`src/hdl/rmi_pkg.sv`:
```
// shared constants and control types for the residue modular inverse block
package rmi_pkg;

	localparam int NUM_MODULI = 4;
	localparam int VAL_W      = 62;
	localparam int COEF_W     = 64;
	localparam int SHIFT_W    = 6;
	localparam int IDX_W      = 2;
	localparam int DATA_W     = 64;

	// datapath commands from the controller
	typedef struct packed {
		logic load;
		logic check;
		logic align;
		logic sub;
		logic swap;
	} rmi_cmd_t;

	// datapath status back to the controller
	typedef struct packed {
		logic r1_zero;
		logic align_more;
		logic k_zero;
	} rmi_stat_t;

endpackage

```
`src/hdl/residue_modular_inverse.sv`:
```
// Modular inverse of one residue under one of up to four configured prime moduli.
// Input words: s_axis_tdata carries the residue, s_axis_tuser selects the modulus
// register; an index at or beyond the number of moduli falls back to modulus 0.
// Output words: m_axis_tdata carries the inverse, m_axis_tuser flags a zero residue
// (inverse forced to 0). Exactly one output word per input word, in order.
// Moduli are written through wr_en / wr_index / wr_data while the block is idle.
// Latency is data dependent and set by the extended euclidean loop, which runs on
// one shift-subtract unit: a load, then per division step a check, an align phase
// that doubles the divisor k times, a subtract phase that shifts it back and
// subtracts where it fits, and a swap, where k is floor(log2) of that step's
// quotient (0 for a zero quotient); then a last check and a finish state.
// One word is in flight; a new word is taken as soon as the previous result has
// moved into the output register. A stalled receiver holds that register, and the
// block stalls in its finish cycle until the register frees up.
// Reset clears the output valid flag and sets all moduli to 2.
module residue_modular_inverse (
	input  logic                          clk,
	input  logic                          arst_n,
	input  logic                          s_axis_tvalid,
	output logic                          s_axis_tready,
	input  logic [rmi_pkg::DATA_W-1:0]    s_axis_tdata,  // residue[61:0]
	input  logic [rmi_pkg::IDX_W-1:0]     s_axis_tuser,  // modulus_index[1:0]
	output logic                          m_axis_tvalid,
	input  logic                          m_axis_tready,
	output logic [rmi_pkg::DATA_W-1:0]    m_axis_tdata,  // inverse[61:0]
	output logic                          m_axis_tuser,  // not_invertible
	input  logic                          wr_en,
	input  logic [rmi_pkg::IDX_W-1:0]     wr_index,
	input  logic [rmi_pkg::VAL_W-1:0]     wr_data
);

	logic [rmi_pkg::VAL_W-1:0] modulus_q [rmi_pkg::NUM_MODULI];
	logic [rmi_pkg::VAL_W-1:0] mod_sel;
	logic [rmi_pkg::VAL_W-1:0] inv_q;
	logic                      flag_q;
	logic                      valid_q;

	rmi_pkg::rmi_cmd_t         cmd;
	rmi_pkg::rmi_stat_t        stat;
	logic                      out_free;
	logic                      out_load;
	logic [rmi_pkg::VAL_W-1:0] dp_inverse;
	logic                      dp_flag;

	always_ff @(posedge clk or negedge arst_n) begin
		if (!arst_n) begin
			for (int i = 0; i < rmi_pkg::NUM_MODULI; i++) begin
				modulus_q[i] <= rmi_pkg::VAL_W'(2);
			end
		end else if (wr_en && (int'(wr_index) < rmi_pkg::NUM_MODULI)) begin
			modulus_q[wr_index] <= wr_data;
		end
	end

	assign mod_sel = (int'(s_axis_tuser) < rmi_pkg::NUM_MODULI) ?
		modulus_q[s_axis_tuser] : modulus_q[0];

	rmi_ctrl u_ctrl (
		.clk      (clk),
		.arst_n   (arst_n),
		.in_valid (s_axis_tvalid),
		.out_free (out_free),
		.stat     (stat),
		.cmd      (cmd),
		.in_ready (s_axis_tready),
		.out_load (out_load)
	);

	rmi_datapath u_datapath (
		.clk            (clk),
		.cmd            (cmd),
		.residue        (s_axis_tdata[rmi_pkg::VAL_W-1:0]),
		.modulus        (mod_sel),
		.stat           (stat),
		.inverse        (dp_inverse),
		.not_invertible (dp_flag)
	);

	// output register
	assign out_free = !valid_q || m_axis_tready;

	always_ff @(posedge clk or negedge arst_n) begin
		if (!arst_n) begin
			valid_q <= 1'b0;
		end else if (out_load) begin
			valid_q <= 1'b1;
		end else if (m_axis_tready) begin
			valid_q <= 1'b0;
		end
	end

	always_ff @(posedge clk) begin
		if (out_load) begin
			inv_q  <= dp_inverse;
			flag_q <= dp_flag;
		end
	end

	assign m_axis_tvalid = valid_q;
	assign m_axis_tdata  = {{(rmi_pkg::DATA_W-rmi_pkg::VAL_W){1'b0}}, inv_q};
	assign m_axis_tuser  = flag_q;

`ifndef SYNTHESIS
	a_flag_zero: assert property (@(posedge clk) disable iff (!arst_n)
		m_axis_tvalid && m_axis_tuser |-> m_axis_tdata == '0)
		else $error("flagged result with nonzero inverse");

	a_busy_after_accept: assert property (@(posedge clk) disable iff (!arst_n)
		s_axis_tvalid && s_axis_tready |=> !s_axis_tready)
		else $error("input taken again while a word is in work");

	a_load_when_free: assert property (@(posedge clk) disable iff (!arst_n)
		out_load |-> out_free && !s_axis_tready)
		else $error("output register loaded while occupied or idle");
`endif

endmodule

```
`src/hdl/rmi_ctrl.sv`:
```
// controller state machine sequencing the euclidean division steps
module rmi_ctrl (
	input  logic              clk,
	input  logic              arst_n,
	input  logic              in_valid,
	input  logic              out_free,
	input  rmi_pkg::rmi_stat_t stat,
	output rmi_pkg::rmi_cmd_t  cmd,
	output logic              in_ready,
	output logic              out_load
);

	typedef enum logic [5:0] {
		ST_IDLE   = 6'b000001,
		ST_CHECK  = 6'b000010,
		ST_ALIGN  = 6'b000100,
		ST_SUB    = 6'b001000,
		ST_SWAP   = 6'b010000,
		ST_FINISH = 6'b100000
	} state_t;

	state_t state_q;
	state_t state_next;

	always_ff @(posedge clk or negedge arst_n) begin
		if (!arst_n) begin
			state_q <= ST_IDLE;
		end else begin
			state_q <= state_next;
		end
	end

	always_comb begin
		state_next = state_q;
		cmd        = '0;
		in_ready   = 1'b0;
		out_load   = 1'b0;
		unique case (state_q)
			ST_IDLE: begin
				in_ready = 1'b1;
				if (in_valid) begin
					cmd.load   = 1'b1;
					state_next = ST_CHECK;
				end
			end
			ST_CHECK: begin
				cmd.check = 1'b1;
				if (stat.r1_zero) begin
					state_next = ST_FINISH;
				end else begin
					state_next = ST_ALIGN;
				end
			end
			ST_ALIGN: begin
				cmd.align = 1'b1;
				if (!stat.align_more) begin
					state_next = ST_SUB;
				end
			end
			ST_SUB: begin
				cmd.sub = 1'b1;
				if (stat.k_zero) begin
					state_next = ST_SWAP;
				end
			end
			ST_SWAP: begin
				cmd.swap   = 1'b1;
				state_next = ST_CHECK;
			end
			ST_FINISH: begin
				if (out_free) begin
					out_load   = 1'b1;
					state_next = ST_IDLE;
				end
			end
			default: begin
				state_next = ST_IDLE;
			end
		endcase
	end

endmodule

```
`src/hdl/rmi_datapath.sv`:
```
// remainder and coefficient registers with shift-subtract division steps
module rmi_datapath (
	input  logic                        clk,
	input  rmi_pkg::rmi_cmd_t           cmd,
	input  logic [rmi_pkg::VAL_W-1:0]   residue,
	input  logic [rmi_pkg::VAL_W-1:0]   modulus,
	output rmi_pkg::rmi_stat_t          stat,
	output logic [rmi_pkg::VAL_W-1:0]   inverse,
	output logic                        not_invertible
);

	logic [rmi_pkg::VAL_W-1:0]   r_q;
	logic [rmi_pkg::VAL_W-1:0]   r1_q;
	logic [rmi_pkg::COEF_W-1:0]  t_q;
	logic [rmi_pkg::COEF_W-1:0]  t1_q;
	logic [rmi_pkg::VAL_W:0]     d_q;
	logic [rmi_pkg::SHIFT_W-1:0] k_q;
	logic [rmi_pkg::VAL_W-1:0]   m_q;
	logic                        zero_q;

	logic [rmi_pkg::VAL_W+1:0]   d_dbl;
	logic                        d_fits;
	logic [rmi_pkg::COEF_W-1:0]  t1_shl;
	logic [rmi_pkg::COEF_W-1:0]  t_fold;

	assign d_dbl  = {d_q, 1'b0};
	assign d_fits = d_q <= {1'b0, r_q};
	assign t1_shl = t1_q << k_q;

	assign stat.r1_zero    = r1_q == '0;
	assign stat.align_more = d_dbl <= {2'b00, r_q};
	assign stat.k_zero     = k_q == '0;

	// payload registers, no reset needed
	always_ff @(posedge clk) begin
		if (cmd.load) begin
			r_q    <= modulus;
			r1_q   <= residue;
			t_q    <= '0;
			t1_q   <= rmi_pkg::COEF_W'(1);
			m_q    <= modulus;
			zero_q <= residue == '0;
		end else if (cmd.check) begin
			d_q <= {1'b0, r1_q};
			k_q <= '0;
		end else if (cmd.align) begin
			if (stat.align_more) begin
				d_q <= d_dbl[rmi_pkg::VAL_W:0];
				k_q <= k_q + rmi_pkg::SHIFT_W'(1);
			end
		end else if (cmd.sub) begin
			if (d_fits) begin
				r_q <= r_q - d_q[rmi_pkg::VAL_W-1:0];
				t_q <= t_q - t1_shl;
			end
			if (!stat.k_zero) begin
				d_q <= d_q >> 1;
				k_q <= k_q - rmi_pkg::SHIFT_W'(1);
			end
		end else if (cmd.swap) begin
			r_q  <= r1_q;
			r1_q <= r_q;
			t_q  <= t1_q;
			t1_q <= t_q;
		end
	end

	// negative coefficient folds back by adding the modulus
	assign t_fold = t_q[rmi_pkg::COEF_W-1] ?
		t_q + {{(rmi_pkg::COEF_W-rmi_pkg::VAL_W){1'b0}}, m_q} : t_q;

	assign inverse        = zero_q ? '0 : t_fold[rmi_pkg::VAL_W-1:0];
	assign not_invertible = zero_q;

endmodule

```
`config.mk`:
```
export PLATFORM = sky130hd
export DESIGN_NAME = residue_modular_inverse
export DESIGN_NICKNAME = d
export VERILOG_FILES = /design/src/hdl/rmi_pkg.sv /design/src/hdl/residue_modular_inverse.sv /design/src/hdl/rmi_ctrl.sv /design/src/hdl/rmi_datapath.sv
export SDC_FILE = /design/constraint.sdc
export NUM_CORES = 2
export LEC_CHECK = 0
export BUFFER_PORTS_ARGS = -buffer_cell sky130_fd_sc_hd__buf_4
export CORE_MARGIN = 2
export CORE_UTILIZATION = 40
export CTS_CLUSTER_SIZE = 40
export DETAILED_ROUTE_END_ITERATION = 10
export PLACE_DENSITY_LB_ADDON = 0.15
export SLEW_MARGIN = 20
export SYNTH_ARGS = -nofsm -noshare
export SYNTH_HDL_FRONTEND = slang
export SYNTH_HIERARCHICAL = 1
export SYNTH_SLANG_ARGS = --single-unit
```
`constraint.sdc`:
```
create_clock -name clk -period 20.1 [get_ports clk]
set_input_delay 3.015 -clock clk [delete_from_list [all_inputs] [get_ports clk]]
set_output_delay 3.015 -clock clk [all_outputs]
set_load 0.005 [all_outputs]
```
==> results by group <==
Flow run
  • Number of max-cap violations: 0

Routing
  • Vias: 37400
  • Avg WL per Cell: 23.7 microns
  • Total wire length: 154 mm
  • Post-route ant nets: 0
  • DRT Pass-1 Iters: 6
  • Drt via density: 5.76
  • Remaining routing DRC violations: 0
  • Initial DRC count: 2890

Power and ir drop
  • Maximum VDD drop: 0.0910 mV
  • Pwr Density: 136 nW/um^2
  • Leakage power: 21.2 nW

Logic synthesis
  • Synthesized area per cell: approximately 9.8 sq um
  • Post-synth EDFFs: 319
  • Synth Flop Type: edfxtp_1
  • FFs w/ async S/R, synth: a little over a third
  • Synth warn: 6
  • Post-synthesis sequential area ratio: 39.2%
  • FF+latch count, synth: approximately 700
  • Mapped Cells: about 4900
  • Post-Syn Area: roughly 47000 sq um
  • Yosys cell types: 100

STA
  • Final Setup Violations: 0
  • FMAX: 158 MHz
  • Slew Limit Fails: 0
  • Final period util: 31.4%
  • Hold Fails Final Rpt: 0
  • Min setup slack post-route: between 10000 and 15000 ps
  • Least-Margin Pin Slew: 1150 ps
  • RSZ-0062 raised after global routing: no
  • Clock Skew: 27.5 ps
  • Period minus WS final: approximately 6300 ps
  • Rel. slew slack: a little under a quarter
  • Fin Setup TNS: 0 ps

Floorplanning
  • Width of the die: 348 microns
  • Die H: 348 microns
  • Die footprint: 121000 sq um
  • I/O pin count: 202
  • Row count: 126
  • Starting Density: 40.2%
  • Core ar.: 118000 sq um

Clock network
  • Clk sink count: 702
  • TritonCTS clock tree: built
  • Worst-Skew Late Latency: 700 ps
  • Post-CTS sizing: 0
  • Postcts setup bufs: 0
  • Clock root cell: clkbuf_16
  • Hold-fix buffer count after cts: 0
  • Cts bufs inserted: 85
  • Clock Pin Slew Worst Setup and Hold Paths: 60 ps
  • Max Root-Sink Buffers: 3
  • H-Tree Level Count: 3

Layout
  • Register Area: 18500 sq um
  • Final instance area: 52400 sq um
  • Filler instances: 11400
  • Layout Area Growth over Synthesis: 10.8%
  • Ant. Diodes: 0
  • Net count, final: around 5300
  • Fraction of layout cells with a size suffix above 1: 15.6%
  • Area occupied by multi-input gates: about 27000 sq um

Worst setup path
  • Crit path max-delay cell type: buf_4
  • Reg2Reg Depth: 20
  • Worst-path maximum fanout: 70
  • Critical Path Sink: u_datapath/t_q[62]
  • Worst EP arrival: roughly 6900 ps
  • Critical path type: register to register
  • CP Cell Sequence: buf_4 > mux2i_1 > mux2i_1 > mux2i_1 > nand2_1 > o21ai_0 > o22ai_1 > nand2_1 > ha_1 > and3_2 > and2_1 > a221oi_1 > nor2_1 > a31oi_2 > o21ai_1 > a41oi_1 > o41ai_2 > a41oi_1 > xor2_1 > o21ai_0
  • CP startpoint: u_datapath/k_q[1]
  • Critical Path Source Type: register
  • Flop-to-flop setup slack: 13790 ps
  • Worst R2R Start: u_datapath/k_q[1]
  • Crit-path max cell delay: 740 ps
  • Most frequent CP cell: mux2i_1
  • Req. time, crit path: around 21000 ps
  • Critical R2R Capture: u_datapath/t_q[62]
  • Crit. End Element: register

Place
  • I/O Buffers: a little under 200
  • Placed standard-cell area: 49700 sq um
  • Routability cong.: 0.959
  • Post-Place Setup Slack: 13420 ps
  • DP HPWL: between 100 and 150 mm

GRT
  • Vias in the first global route: 36700
  • Total global routing overflow: 0
  • Global-route wire length before repair: 232 mm
  • Antenna violations before repair: 4
  • Largest net degree at the start of global routing: 210
  • All-Layer GR Usage: roughly a quarter

Outcome
  • Status: completed

Worst hold path
  • Hold Path Class: register to register
## cell type report
class	instances	share of cell area [%]
timing repair buffer	233	3.43
multi-input combinational	3651	50.8
tap	1536	3.67
clock buffer	118	4.41
inverter	207	1.49
sequential	702	35.4
clock inverter	42	0.864
## sequential cells by signal, summed over array words and instances, names as in the netlist
| name | cells |
|---|---|
| modulus_q | 248 |
| u_datapath/m_q | 62 |
| u_datapath/k_q | 6 |
| m_axis_tuser | 1 |
| u_datapath/t1_q | 64 |
| u_datapath/not_invertible | 1 |
| u_datapath/t_q | 64 |
| u_ctrl/state_q | 6 |
| u_datapath/r_q | 62 |
| u_datapath/r1_q | 62 |
| m_axis_tvalid | 1 |
| inv_q | 62 |
| u_datapath/d_q | 63 |
## logic make-up (layout without fill, tap and decap cells)
| family | count (synthesis) | after routing | synth area share, % |
|---|---|---|---|
| buffers and inverters | 498 | 600 | 4.72 |
| AO/OA/AOI/OAI | 1275 | 1275 | 16.4 |
| AND/OR/NAND/NOR | 1251 | 1251 | 11.8 |
| flip-flops | 702 | 702 | 39.2 |
| multiplexers | 627 | 627 | 16.2 |
| XOR/XNOR | 176 | 176 | 3.26 |
| adder cells (fa/ha/maj) | 320 | 320 | 8.53 |
| other | 1 | 2 | 0.00793 |
## routing by layer
| layer | vias up | part of all wire [%] | GRT usage (%) |
|---|---|---|---|
| met5 | - | 0 | 0 |
| met4 | 0 | 3.1 | 8.30 |
| met3 | 199 | 4.4 | 2.44 |
| met2 | 1024 | 47 | 41.1 |
| met1 | 18400 | 45 | 34.8 |
| li1 | 17800 | - | - |
## report_power, final
group          leakage (nW)  switching (mW)  internal, mW
Combinational          12.9            2.16          1.28
Clock                  1.34           0.672         0.870
Sequential             6.99           0.242          1.92
Total                  21.2            3.07          4.07
## cells in the final DEF, fill, tap and decap left out, types with 34 or more instances in the layout
cell type,instances
xor2_1,69
a31oi_1,34
nor4_1,40
ha_1,316
mux4_2,80
xnor2_1,107
dfxtp_1,127
nand2_1,597
edfxtp_1,319
mux2_2,261
a22oi_1,38
o21ai_0,404
a21o_1,146
clkbuf_16,85
dfrtp_1,250
inv_1,199
nand3_1,37
nor3_1,46
nand2b_1,39
buf_4,228
o21bai_1,41
a21oi_1,381
a211oi_1,49
nor2_1,295
mux2i_1,270
nand4_1,83
## Yosys cell counts (32+ instances only)
cell type,count,share of area [%]
clkbuf_1,172,1.4
a211oi_1,49,0.78
o21bai_1,41,0.65
buf_2,32,0.34
a21o_1,146,2.3
ha_1,316,8.4
mux2i_1,270,5.7
nand2b_1,40,0.53
mux4_2,80,3.8
o21ai_0,404,4.3
buf_1,39,0.31
a31oi_1,34,0.45
nand4_1,83,1.1
edfxtp_1,319,20
xor2_1,69,1.3
xnor2_1,107,2.0
dfrtp_1,250,13
nor3_1,46,0.49
nor4_1,40,0.53
a22oi_1,38,0.60
nand3_1,38,0.40
dfxtp_1,128,5.4
mux2_2,261,6.2
inv_1,203,1.6
nand2_1,597,4.7
nor2b_1,33,0.44
a21oi_1,382,4.0
nor2_1,296,2.3
## worst min path at each step
stage               cells after the start  slack, ps                 startpoint                   to
CTS                                     2        480         u_datapath/t_q[62]  u_datapath/t1_q[62]
global placement                        1        470             modulus_q[240]       modulus_q[240]
detailed placement                      1        470             modulus_q[241]       modulus_q[241]
floorplan                               0        420  u_datapath/not_invertible         m_axis_tuser
global route                            1        490             modulus_q[241]       modulus_q[241]
finish                                  1        490              modulus_q[74]        modulus_q[74]
## per-stage QoR
stage	utilization, %	hold WS, ps	power (mW)	instances
floorplan	-	424	4.60	4851
global placement	42.2	466	5.54	6329
detailed placement	42.2	475	5.57	6329
CTS	44.5	482	7.14	6489
global route	44.5	494	7.60	6489
finish	44.5	486	7.15	6489
## worst max-delay path, delay by kind of cell (launching register included)
family | cells | cell delay (ps)
AO/OA/AOI/OAI | 9 | 2630
AND/OR/NAND/NOR | 5 | 930
XOR/XNOR | 1 | 160
buffers and inverters | 1 | 740
flip-flops | 1 | 400
adder cells (fa/ha/maj) | 1 | 440
multiplexers | 3 | 820
Note: power is estimated with default switching activity, not from simulation.
